`src/rtl/ldps_pkg.sv`:
```
package ldps_pkg;

  localparam int unsigned DataW  = 16;
  localparam int unsigned CfgIdxW = 3;
  localparam int unsigned TickMs = 10;

  // Input actions
  localparam logic [1:0] ACT_TAIL  = 2'd0;
  localparam logic [1:0] ACT_BRAKE = 2'd1;
  localparam logic [1:0] ACT_TICK  = 2'd2;
  localparam logic [1:0] ACT_INIT  = 2'd3;

  // Driver phases
  localparam logic [1:0] PH_DISABLED  = 2'd0;
  localparam logic [1:0] PH_ENABLING  = 2'd1;
  localparam logic [1:0] PH_ENABLED   = 2'd2;
  localparam logic [1:0] PH_DISABLING = 2'd3;

  // Configuration register indexes
  localparam logic [CfgIdxW-1:0] CFG_BRIGHT_MIN  = 3'd0;
  localparam logic [CfgIdxW-1:0] CFG_BRIGHT_MAX  = 3'd1;
  localparam logic [CfgIdxW-1:0] CFG_PWM_PERIOD  = 3'd2;
  localparam logic [CfgIdxW-1:0] CFG_ON_DELAY    = 3'd3;
  localparam logic [CfgIdxW-1:0] CFG_OFF_DELAY   = 3'd4;
  localparam logic [CfgIdxW-1:0] CFG_IDLE_TMO    = 3'd5;
  localparam logic [CfgIdxW-1:0] CFG_SHUTDOWN_EN = 3'd6;
  localparam logic [CfgIdxW-1:0] CFG_START_EN    = 3'd7;

  typedef struct packed {
    logic             start;
    logic [DataW-1:0] level;
    logic [DataW-1:0] period;
    logic [DataW-1:0] divisor;
  } scale_req_t;

  typedef struct packed {
    logic             busy;
    logic             done;
    logic [DataW-1:0] value;
  } scale_rsp_t;

endpackage

```
`src/rtl/ldps_scale.sv`:
```
module ldps_scale (
  input  logic                clk_i,
  input  logic                rst_ni,
  input  ldps_pkg::scale_req_t req_i,
  output ldps_pkg::scale_rsp_t rsp_o
);
  import ldps_pkg::*;

  localparam logic [1:0] ST_IDLE = 2'd0;
  localparam logic [1:0] ST_MUL  = 2'd1;
  localparam logic [1:0] ST_CHK  = 2'd2;
  localparam logic [1:0] ST_DIV  = 2'd3;

  localparam int unsigned CntW = $clog2(DataW);

  logic [1:0]         state_q, state_d;
  logic               done_q, done_d;
  logic [CntW-1:0]    cnt_q, cnt_d;
  logic [DataW-1:0]   lvl_q, lvl_d;
  logic [DataW-1:0]   per_q, per_d;
  logic [DataW-1:0]   div_q, div_d;
  logic [2*DataW-1:0] prod_q, prod_d;
  logic [DataW-1:0]   rem_q, rem_d;
  logic [DataW-1:0]   quo_q, quo_d;
  logic [DataW:0]     trial;
  logic               fits;

  // One restoring step: shift the next dividend bit into the remainder.
  assign trial = {rem_q, quo_q[DataW-1]};
  assign fits  = trial >= {1'b0, div_q};

  always_comb begin
    state_d = state_q;
    done_d  = 1'b0;
    cnt_d   = cnt_q;
    lvl_d   = lvl_q;
    per_d   = per_q;
    div_d   = div_q;
    prod_d  = prod_q;
    rem_d   = rem_q;
    quo_d   = quo_q;
    unique case (state_q)
      ST_IDLE: begin
        if (req_i.start) begin
          lvl_d   = req_i.level;
          per_d   = req_i.period;
          div_d   = req_i.divisor;
          state_d = ST_MUL;
        end
      end
      ST_MUL: begin
        prod_d  = lvl_q * per_q;
        state_d = ST_CHK;
      end
      ST_CHK: begin
        // High half at or above the divisor means the quotient overflows;
        // a zero divisor lands here too.
        if (prod_q[2*DataW-1:DataW] >= div_q) begin
          quo_d   = '1;
          done_d  = 1'b1;
          state_d = ST_IDLE;
        end else begin
          rem_d   = prod_q[2*DataW-1:DataW];
          quo_d   = prod_q[DataW-1:0];
          cnt_d   = '1;
          state_d = ST_DIV;
        end
      end
      ST_DIV: begin
        rem_d = fits ? DataW'(trial - {1'b0, div_q}) : trial[DataW-1:0];
        quo_d = {quo_q[DataW-2:0], fits};
        cnt_d = cnt_q - 1'b1;
        if (cnt_q == '0) begin
          done_d  = 1'b1;
          state_d = ST_IDLE;
        end
      end
      default: state_d = ST_IDLE;
    endcase
  end

  always_ff @(posedge clk_i or negedge rst_ni) begin
    if (!rst_ni) begin
      state_q <= ST_IDLE;
      done_q  <= 1'b0;
      cnt_q   <= '0;
    end else begin
      state_q <= state_d;
      done_q  <= done_d;
      cnt_q   <= cnt_d;
    end
  end

  always_ff @(posedge clk_i) begin
    lvl_q  <= lvl_d;
    per_q  <= per_d;
    div_q  <= div_d;
    prod_q <= prod_d;
    rem_q  <= rem_d;
    quo_q  <= quo_d;
  end

  assign rsp_o.busy  = state_q != ST_IDLE;
  assign rsp_o.done  = done_q;
  assign rsp_o.value = quo_q;

`ifndef ASSERT_OFF
  a_start_busy: assert property (@(posedge clk_i) disable iff (!rst_ni)
    (req_i.start && state_q == ST_IDLE) |=> rsp_o.busy)
    else $error("scale unit did not start");
  a_done_idle: assert property (@(posedge clk_i) disable iff (!rst_ni)
    done_q |-> state_q == ST_IDLE)
    else $error("scale done while still busy");
  a_div_from_chk: assert property (@(posedge clk_i) disable iff (!rst_ni)
    (state_q == ST_DIV && $past(state_q) != ST_DIV) |-> $past(state_q) == ST_CHK)
    else $error("division entered without overflow check");
`endif

endmodule

```
`src/rtl/led_driver_power_sequencer_unit.sv`:
```
// The result of a request needing no duty scaling is loaded into the output register once
// the output slot is free; a tick that rescales the PWM compare value first runs a multiply,
// an overflow check and, unless it saturates, 16 restoring divide steps, one bit each.
// Throughput: one request at a time; the next request is taken once the result of the
// previous one has been moved into the output register.
// Reset: asynchronous active low; clears phase, levels, timers, flags and compare value
// and loads the register defaults.
module led_driver_power_sequencer_unit #(
  parameter int unsigned LEVEL_WIDTH = 16
) (
  input  logic                          clk_i,
  input  logic                          rst_ni,
  // configuration write port
  input  logic                          cfg_we_i,
  input  logic [ldps_pkg::CfgIdxW-1:0]  cfg_index_i,
  input  logic [ldps_pkg::DataW-1:0]    cfg_wdata_i,
  // request channel
  input  logic                          in_valid_i,
  output logic                          in_stall_o,
  input  logic [1:0]                    in_action_i,
  input  logic [ldps_pkg::DataW-1:0]    in_brightness_i,
  // result channel
  output logic                          out_valid_o,
  input  logic                          out_stall_i,
  output logic [1:0]                    out_phase_o,
  output logic                          out_driver_on_o,
  output logic                          out_dim_pwm_active_o,
  output logic [ldps_pkg::DataW-1:0]    out_duty_compare_o
);
  import ldps_pkg::*;

  // Configuration registers
  logic [DataW-1:0] bmin_q, bmax_q, period_q, on_dly_q, off_dly_q, idle_tmo_q;
  logic             shut_en_q, start_en_q;

  // Sequencer state
  logic [1:0]             phase_q, phase_d;
  logic [LEVEL_WIDTH-1:0] tail_q, tail_d, brake_q, brake_d;
  logic                   seen_q, seen_d, started_q, started_d;
  logic [DataW-1:0]       elapsed_q, elapsed_d, idle_q, idle_d;
  logic                   drv_q, drv_d, dim_q, dim_d;
  logic [DataW-1:0]       cmp_q, cmp_d;

  // Result handshake
  logic                   pend_q, pend_d;
  logic                   out_valid_q, out_valid_d;
  logic [1:0]             res_phase_q;
  logic                   res_drv_q, res_dim_q;
  logic [DataW-1:0]       res_cmp_q;

  logic                   accept, load;
  logic [DataW-1:0]       clamped, target, limited, elapsed_inc, idle_next;
  logic [DataW:0]         elapsed_sum;
  scale_req_t             scale_req;
  scale_rsp_t             scale_rsp;

  // Hold off new requests until the current result has reached the output register.
  assign in_stall_o = pend_q;
  assign accept     = in_valid_i && !pend_q;
  // Move the finished result out once scaling is over and the output slot is free.
  assign load       = pend_q && !scale_rsp.busy && !scale_rsp.done &&
                      (!out_valid_q || !out_stall_i);

  assign clamped = (in_brightness_i > bmax_q) ? bmax_q : in_brightness_i;
  assign target  = (brake_q > tail_q) ? DataW'(brake_q) : DataW'(tail_q);
  assign limited = (target > bmax_q) ? bmax_q : target;

  // Saturating delay timer advance
  assign elapsed_sum = {1'b0, elapsed_q} + (DataW + 1)'(TickMs);
  assign elapsed_inc = elapsed_sum[DataW] ? '1 : elapsed_sum[DataW-1:0];
  assign idle_next   = (idle_q >= DataW'(TickMs)) ? idle_q - DataW'(TickMs) : '0;

  always_comb begin
    phase_d   = phase_q;
    tail_d    = tail_q;
    brake_d   = brake_q;
    seen_d    = seen_q;
    started_d = started_q;
    elapsed_d = elapsed_q;
    idle_d    = idle_q;
    drv_d     = drv_q;
    dim_d     = dim_q;
    cmp_d     = cmp_q;
    scale_req.start   = 1'b0;
    scale_req.level   = bmin_q;
    scale_req.period  = period_q;
    scale_req.divisor = bmax_q;

    // Pick up the scaled compare value as soon as the unit finishes.
    if (scale_rsp.done) begin
      cmp_d = scale_rsp.value;
    end

    if (accept) begin
      unique case (in_action_i) inside
        ACT_TAIL, ACT_BRAKE: begin
          if (in_action_i == ACT_TAIL) begin
            tail_d = clamped[LEVEL_WIDTH-1:0];
          end else begin
            brake_d = clamped[LEVEL_WIDTH-1:0];
          end
          seen_d = 1'b1;
        end
        ACT_TICK: begin
          unique case (phase_q)
            PH_DISABLED: begin
              if (target > bmin_q) begin
                drv_d     = 1'b1;
                phase_d   = PH_ENABLING;
                elapsed_d = '0;
                if (!started_q) begin
                  scale_req.start = 1'b1;
                  started_d       = 1'b1;
                end
              end
            end
            PH_ENABLING: begin
              elapsed_d = elapsed_inc;
              if (elapsed_inc >= on_dly_q && seen_q) begin
                dim_d   = 1'b1;
                phase_d = PH_ENABLED;
                if (!started_q) begin
                  scale_req.start = 1'b1;
                  started_d       = 1'b1;
                end
              end
            end
            PH_ENABLED: begin
              if (limited > bmin_q) begin
                dim_d           = 1'b1;
                scale_req.start = 1'b1;
                scale_req.level = limited;
              end else begin
                dim_d = 1'b0;
              end
              // Reload the idle timer while lit, otherwise count it down to zero.
              idle_d = (target > bmin_q) ? idle_tmo_q : idle_next;
              if (shut_en_q && idle_d == '0) begin
                drv_d     = 1'b0;
                phase_d   = PH_DISABLING;
                elapsed_d = '0;
              end
            end
            PH_DISABLING: begin
              elapsed_d = elapsed_inc;
              if (elapsed_inc >= off_dly_q) begin
                phase_d = PH_DISABLED;
              end
            end
            default: phase_d = PH_DISABLED;
          endcase
        end
        ACT_INIT: begin
          tail_d    = bmin_q[LEVEL_WIDTH-1:0];
          brake_d   = bmin_q[LEVEL_WIDTH-1:0];
          phase_d   = start_en_q ? PH_ENABLING : PH_DISABLING;
          elapsed_d = '0;
        end
        default: phase_d = phase_q;
      endcase
    end

    pend_d      = accept ? 1'b1 : (load ? 1'b0 : pend_q);
    out_valid_d = load ? 1'b1 : ((out_valid_q && !out_stall_i) ? 1'b0 : out_valid_q);
  end

  ldps_scale u_scale (
    .clk_i  (clk_i),
    .rst_ni (rst_ni),
    .req_i  (scale_req),
    .rsp_o  (scale_rsp)
  );

  // Configuration writes; the user must issue them only while the block is idle, the block does not enforce it.
  always_ff @(posedge clk_i or negedge rst_ni) begin
    if (!rst_ni) begin
      bmin_q     <= '0;
      bmax_q     <= DataW'(1000);
      period_q   <= DataW'(1000);
      on_dly_q   <= DataW'(10);
      off_dly_q  <= DataW'(10);
      idle_tmo_q <= DataW'(1000);
      shut_en_q  <= 1'b1;
      start_en_q <= 1'b0;
    end else if (cfg_we_i) begin
      unique case (cfg_index_i)
        CFG_BRIGHT_MIN:  bmin_q     <= cfg_wdata_i;
        CFG_BRIGHT_MAX:  bmax_q     <= cfg_wdata_i;
        CFG_PWM_PERIOD:  period_q   <= cfg_wdata_i;
        CFG_ON_DELAY:    on_dly_q   <= cfg_wdata_i;
        CFG_OFF_DELAY:   off_dly_q  <= cfg_wdata_i;
        CFG_IDLE_TMO:    idle_tmo_q <= cfg_wdata_i;
        CFG_SHUTDOWN_EN: shut_en_q  <= cfg_wdata_i[0];
        CFG_START_EN:    start_en_q <= cfg_wdata_i[0];
        default:         bmin_q     <= bmin_q;
      endcase
    end
  end

  always_ff @(posedge clk_i or negedge rst_ni) begin
    if (!rst_ni) begin
      phase_q     <= PH_DISABLED;
      tail_q      <= '0;
      brake_q     <= '0;
      seen_q      <= 1'b0;
      started_q   <= 1'b0;
      elapsed_q   <= '0;
      idle_q      <= '0;
      drv_q       <= 1'b0;
      dim_q       <= 1'b0;
      cmp_q       <= '0;
      pend_q      <= 1'b0;
      out_valid_q <= 1'b0;
    end else begin
      phase_q     <= phase_d;
      tail_q      <= tail_d;
      brake_q     <= brake_d;
      seen_q      <= seen_d;
      started_q   <= started_d;
      elapsed_q   <= elapsed_d;
      idle_q      <= idle_d;
      drv_q       <= drv_d;
      dim_q       <= dim_d;
      cmp_q       <= cmp_d;
      pend_q      <= pend_d;
      out_valid_q <= out_valid_d;
    end
  end

  // Output register: snapshot of the state after the request.
  always_ff @(posedge clk_i) begin
    if (load) begin
      res_phase_q <= phase_q;
      res_drv_q   <= drv_q;
      res_dim_q   <= dim_q;
      res_cmp_q   <= cmp_q;
    end
  end

  assign out_valid_o          = out_valid_q;
  assign out_phase_o          = res_phase_q;
  assign out_driver_on_o      = res_drv_q;
  assign out_dim_pwm_active_o = res_dim_q;
  assign out_duty_compare_o   = res_cmp_q;

`ifndef ASSERT_OFF
  a_accept_pends: assert property (@(posedge clk_i) disable iff (!rst_ni)
    accept |=> pend_q)
    else $error("accepted request left no pending result");
  a_scale_owned: assert property (@(posedge clk_i) disable iff (!rst_ni)
    (scale_rsp.busy || scale_rsp.done) |-> pend_q)
    else $error("scale unit active with no request in flight");
  a_no_load_busy: assert property (@(posedge clk_i) disable iff (!rst_ni)
    scale_rsp.busy |-> !load)
    else $error("result loaded before scaling finished");
  a_load_fills: assert property (@(posedge clk_i) disable iff (!rst_ni)
    load |=> (out_valid_o && !pend_q))
    else $error("result load did not fill output register");
`endif

endmodule

```
`config.mk`:
```
export PLATFORM = sky130hd
export DESIGN_NAME = led_driver_power_sequencer_unit
export DESIGN_NICKNAME = d
export VERILOG_FILES = /design/src/rtl/ldps_pkg.sv /design/src/rtl/ldps_scale.sv /design/src/rtl/led_driver_power_sequencer_unit.sv
export SDC_FILE = /design/constraint.sdc
export NUM_CORES = 1
export LEC_CHECK = 0
export ABC_CLOCK_PERIOD_IN_PS = 8300
export BUFFER_PORTS_ARGS = -buffer_cell sky130_fd_sc_hd__buf_2
export CAP_MARGIN = 20
export CELL_PAD_IN_SITES_DETAIL_PLACEMENT = 1
export CELL_PAD_IN_SITES_GLOBAL_PLACEMENT = 1
export CORE_MARGIN = 3
export CORE_UTILIZATION = 35
export CTS_CLUSTER_DIAMETER = 50
export DETAILED_ROUTE_END_ITERATION = 8
export PLACE_DENSITY = 0.58
export SLEW_MARGIN = 5
export SYNTH_ARGS = -nofsm -noshare
export SYNTH_HDL_FRONTEND = slang
export SYNTH_SLANG_ARGS = --single-unit
```
`constraint.sdc`:
```
create_clock -name clk_i -period 8.3 [get_ports clk_i]
set_clock_uncertainty 0.05 [all_clocks]
set_input_delay 2.075 -clock clk_i [delete_from_list [all_inputs] [get_ports clk_i]]
set_output_delay 2.075 -clock clk_i [all_outputs]
set_load 0.05 [all_outputs]
```
### After elaboration in Yosys (flattened, before gate mapping)

Index checks and enable logic that the tools add are counted.

| cells by class | value |
|---|---|
| mux-type cells | 54 |
| reductions and logical operators | 50 |
| equality and inequality tests | 28 |
| multiply operators | 1 |
| magnitude comparators | 10 |
| $add $sub $neg | 4 |

Operator list:

| kind | number |
|---|---|
| $mux 16 | 14 |
| $pmux 16 s2 | 5 |
| $gt 16x16->1 | 5 |
| $mux 17 | 3 |
| $ge 16x16->1 | 3 |
| $pmux 16 s3 | 1 |
| $mul 16x16->32 | 1 |
| $reduce_and 2->1 | 12 |
| $reduce_bool 2->1 | 9 |
| $add 16x4->17 const B | 1 |
| $ge 17x16->1 | 1 |
| $ge 16x4->1 const B | 1 |
| $logic_not 16->1 | 1 |
| $mux 2 | 8 |
| $pmux 2 s4 | 2 |
| $sub 16x16->16 | 1 |
| $sub 16x4->16 const B | 1 |
| $ne 2x2->1 const B | 7 |
| $mux 1 | 13 |
| $eq 2x2->1 const B | 6 |
| $eq 3x3->1 const B | 4 |
| $ne 3x3->1 const B | 4 |
| $reduce_and 5->1 | 2 |
| $reduce_and 3->1 | 3 |
| 19 further kinds | 39 |

| word-level totals | value |
|---|---|
| bits in registers | 325 |
| bits of input ports | 42 |
| logic and storage cells | 180 |
| output and inout bits | 22 |

### Depth between registers and ports, before layout

| depth | value |
|---|---|
| depth after elaboration | 11 |
| depth in mapped cells | 31 |

### Cells and area by module

A second synthesis with hierarchy kept.

| second synthesis, totals | value |
|---|---|
| cell total of the unflattened synthesis | 2608 |
| area, all modules | 26163.8 sq um |

Modules (own cells, without submodules):

| module | area each (sq um) | cells each | times used | seq. area each (sq um) |
|---|---|---|---|---|
| ldps_scale | 13908.3 | 1394 | 1 | 3538.4 |
| led_driver_power_sequencer_unit | 12255.5 | 1214 | 1 | 5283.8 |

### Worst setup path after synthesis

Ideal clock, no wire load.

| path | value |
|---|---|
| path kind | reg-to-reg |
| from | register brake_q[11] |
| to | register u_scale.div_q[0] (enable) |
| cell stages (with the launch flop) | 29 |
| slack | 190 ps |
| arrival | 7606 ps |
| path through | dfrtp_1 > ha_1 > and4_1 > nand4_1 > or3_1 > and2_1 > clkbuf_1 > o2111ai_1 > o211ai_1 > or2_2 > ha_1 > a21o_1 > a21o_1 > a21o_1 > a2111oi_2 > o211ai_2 > a22o_4 > buf_6 > o31ai_2 > inv_1 > ha_1 > nor2b_1 > o21a_1 > o21ai_0 > a21oi_1 > a31oi_1 > a2bb2oi_1 > o22a_1 > nor2_1 |

| between the ends | value |
|---|---|
| word-level cells in the longest chain between the ends | 10 |
| elaborated cells on any way between the ends | 12 |
| those cells by class | order compare: 4; mux: 7; reduce/logical: 1 |

Ends and longest elaborated chain:

| what | line | RTL |
|---|---|---|
| from (decl) | led_driver_power_sequencer_unit.sv:38 | `logic [LEVEL_WIDTH-1:0] tail_q, tail_d, brake_q, brake_d;` |
| from (signal assigned) | led_driver_power_sequencer_unit.sv:217 | `brake_q <= brake_d;` |
| $gt 16x16->1 | led_driver_power_sequencer_unit.sv:65 | `assign target = (brake_q > tail_q) ? DataW'(brake_q) : DataW'(tail_q);` |
| $mux 16 * | led_driver_power_sequencer_unit.sv:65 |  |
| $gt 16x16->1 | led_driver_power_sequencer_unit.sv:66 | `assign limited = (target > bmax_q) ? bmax_q : target;` |
| $mux 16 | led_driver_power_sequencer_unit.sv:66 |  |
| $gt 16x16->1 | led_driver_power_sequencer_unit.sv:129 | `if (limited > bmin_q) begin` |
| $mux 17 | led_driver_power_sequencer_unit.sv:129 |  |
| $pmux 1 s3 * | led_driver_power_sequencer_unit.sv:105 | `unique case (phase_q)` |
| $mux 17 * | led_driver_power_sequencer_unit.sv:95 | `unique case (in_action_i) inside` |
| $mux 17 * | led_driver_power_sequencer_unit.sv:94 | `if (accept) begin` |
| $reduce_and 2->1 (no source line) * | -- |  |
| to (signal assigned) | ldps_scale.sv:97 | `div_q <= div_d;` |
| to (decl) | ldps_scale.sv:21 | `logic [DataW-1:0] div_q, div_d;` |

Every way passes the cells marked *; elsewhere a longest branch is shown, timed or not.
A chain may end at the register's enable or synchronous reset.

### Worst setup path after layout

| path | value |
|---|---|
| from | register tail_q[13] |
| to | register u_scale.div_q[2] (enable) |

| between the ends | value |
|---|---|
| word-level cells in the longest chain between the ends | 10 |
| elaborated cells on any way between the ends | 12 |
| those cells by class | order compare: 4; mux: 7; reduce/logical: 1 |

Ends and longest elaborated chain:

| what | line | RTL |
|---|---|---|
| from (decl) | led_driver_power_sequencer_unit.sv:38 |  |
| from (signal assigned) | led_driver_power_sequencer_unit.sv:216 | `tail_q <= tail_d;` |
| $gt 16x16->1 | led_driver_power_sequencer_unit.sv:65 |  |
| $mux 16 * | led_driver_power_sequencer_unit.sv:65 |  |
| $gt 16x16->1 | led_driver_power_sequencer_unit.sv:66 |  |
| $mux 16 | led_driver_power_sequencer_unit.sv:66 |  |
| $gt 16x16->1 | led_driver_power_sequencer_unit.sv:129 |  |
| $mux 17 | led_driver_power_sequencer_unit.sv:129 |  |
| $pmux 1 s3 * | led_driver_power_sequencer_unit.sv:105 |  |
| $mux 17 * | led_driver_power_sequencer_unit.sv:95 |  |
| $mux 17 * | led_driver_power_sequencer_unit.sv:94 |  |
| $reduce_and 2->1 (no source line) * | -- |  |

Marks and branches as above.

==> out/metrics.csv <==
stage,metric,value,unit
placement,numPortBuffers,63,
detailed_routing,via_per_inst,5.38,
timing,maxSlewHeadroom,29.2,%
power,max-vdd-ir-drop,164,uV
timing,fin_tns_setup,0,ns
detailed_routing,drtIter0Drc,1157,
detailed_routing,dr_total_vias,20873,
clocking,clkLatencyLatePin,0.61,ns
critical_path,arrival,7.86,ns
clocking,cts_sinks,325,
die,initial_utilization,35.6,%
yosys,syn_area,0.0271,mm2
timing,period_share,91.5,%
detailed_routing,drt_wl_total,86400,um
critical_path,crit_required,8.56,ns
yosys,ys_ff_latch,325,
detailed_routing,dr.pass1.iters,5,
detailed_routing,drc,0,
yosys,synth.most_common_cell,inv_1,
status,status,completed,
critical_path,cp_max_fo,40,
die,coreArea,0.0763,mm2
yosys,seq_area_frac_synth,32.5,%
detailed_routing,drtAntennaViolNets,0,
timing,setup_viol,0,
timing,tightest_slew,1.06,ns
timing,rsz0062_at_grt,no,
global_routing,grt_antenna_before_repair,5,
cells_and_area,num_antenna_cells,0,
die,pin_count,64,
detailed_routing,wire_per_inst,22.3,um
flow_run,maxCapViolCount,0,
global_routing,grtUsageTotal,21.4,%
timing,hold_ws,0.388,ns
placement,place.gp.congestion,0.885,
yosys,yosysTopAreaCell,dfrtp_1,
power,p_per_area,303,mW/mm2
worst_hold_path,hold_path.class,register to register,
timing,finalMaxSlewViolations,0,
cells_and_area,regMostFlops,u_scale.prod_q,
yosys,synth.net_count,3263,
critical_path,end_kind,register,
critical_path,worst_path_largest_cell_delay,0.44,ns
clocking,path_clk_slew,0.06,ns
yosys,synth-async-reset-ratio,59.4,%
global_routing,overflow,0,
critical_path,path_delay_family,compound AO/OA/AOI/OAI gates,
global_routing,grt_pass1_wl,135000,um
placement,hpwl,65900,um
clocking,cts_max_path_buffers,3,
critical_path,cpMostUsedCell,a21o_1,
yosys,synth.area.top_cells,"dfrtp_1 (16%), edfxtp_1 (15%), fa_1 (14%)",
clocking,cts_tree,yes,
die,dieArea,0.0809,mm2
die,die_w,284,um
yosys,synth_warnings,0,
yosys,ys_top_cells_by_count,"inv_1 (342), nand2_1 (327), ha_1 (260)",
clocking,clock-root-buffer,clkbuf_16,
die,rows,101,
yosys,ys_types,94,
clocking,cts_setup_buffers,0,
critical_path,path_class,register to register,
yosys,syn_avg_cell_area,9.81,um2
die,die_y,284,um
cells_and_area,layout-drive-gt1-share,12.6,%
critical_path,cp_num_buf_inv,4,
cells_and_area,nFillCells,8639,
cells_and_area,nets,3306,
yosys,syn_inst,2766,
clocking,htree_levels,2,
global_routing,grt_max_degree,114,
yosys,synth_edf_count,132,
timing,max_freq,0.132,GHz
cells_and_area,largest_reg_flops,32,
clocking,cts-resized-gates,0,
clocking,ctsHoldBuffers,0,
critical_path,start_kind,register,
clocking,cts_buffers,50,
power,leakage,13.8,nW
global_routing,grt_pass1_vias,22686,
yosys,synth_top_area_share,15.7,%
timing,period_needed,7.60,ns
timing,hold_violations,0,
critical_path,critPathSlowestCell,or3_1,
yosys,synthFlopType,dfrtp_1,
cells_and_area,area_delta_synth_final,12.5,%
area by class of cell:
cell class | instances | area (um2) | share of cell area [%]
clock inverter | 33 | 423 | 1.39
timing repair buffer | 108 | 737 | 2.41
sequential | 325 | 8820 | 28.9
tap | 1030 | 1290 | 4.22
clock buffer | 61 | 1380 | 4.51
multi-input combinational | 1981 | 16600 | 54.4
inverter | 343 | 1290 | 4.22
metrics by stage:
stage	setup WS, ns	instances	power [mW]	area [um2]	utilization [%]
5_1_grt	0.305	3881	9.92	30500	40.0
3_5_place_dp	0.775	3781	6.97	28600	37.5
2_1_floorplan	0.190	2766	5.54	27100	-
4_1_cts	0.688	3875	9.27	30400	39.9
6_report	0.702	3881	9.24	30500	40.0
3_3_place_gp	0.835	3781	6.86	28600	37.5
power breakdown:
group	internal, mW	switching, mW	leakage [nW]
Sequential	2.15	0.296	3.53
Combinational	1.80	2.78	9.45
Clock	1.35	0.873	0.867
Total	5.29	3.95	13.8
cell usage in the layout, fill, tap and decap left out, types with 53 or more instances in the layout:
cell,instances
buf_2,62
clkbuf_16,53
edfxtp_1,132
a21oi_1,100
o21ai_0,109
inv_1,342
nand2_1,327
nor2_1,155
dfrtp_1,170
and2_1,106
mux2_2,71
ha_1,259
fa_1,195
per-layer routing:
| layer | track usage, % | routed length (um) | part of all wire [%] | vias to the layer above |
|---|---|---|---|---|
| met3 | 2.72 | 3250 | 3.8 | 110 |
| met1 | 27.5 | 38000 | 44 | 10793 |
| met4 | 5.38 | 2100 | 2.4 | 0 |
| met2 | 38.0 | 43000 | 50 | 356 |
| met5 | 0 | 0 | 0 | - |
| li1 | - | - | - | 9614 |
final timing paths:
kind                            slack (ns)  depth (start not counted)                     to       start
max in group asynchronous             5.58                          2              bmin_q[7]      rst_ni
worst max-delay path                  0.70                         29       u_scale.div_q[2]  tail_q[13]
worst min register to register        0.39                          0  out_duty_compare_o[0]    cmp_q[0]
worst min-delay path                  0.39                          0  out_duty_compare_o[0]    cmp_q[0]
min in group asynchronous             1.44                          1              cmp_q[15]      rst_ni
worst max register to register        0.70                         29       u_scale.div_q[2]  tail_q[13]
kinds of logic (layout without fill, tap and decap cells):
logic type / after synthesis / count (layout) / share of synthesized area [%]
simple gates: 848 / 848 / 15.2
compound gates: 520 / 520 / 13.5
buf+inv: 460 / 545 / 6.53
fa+ha+maj: 455 / 455 / 26.4
flops: 325 / 325 / 32.5
mux: 118 / 118 / 4.68
xor+xnor: 40 / 40 / 1.29
Power figures use the tool's default switching activity.
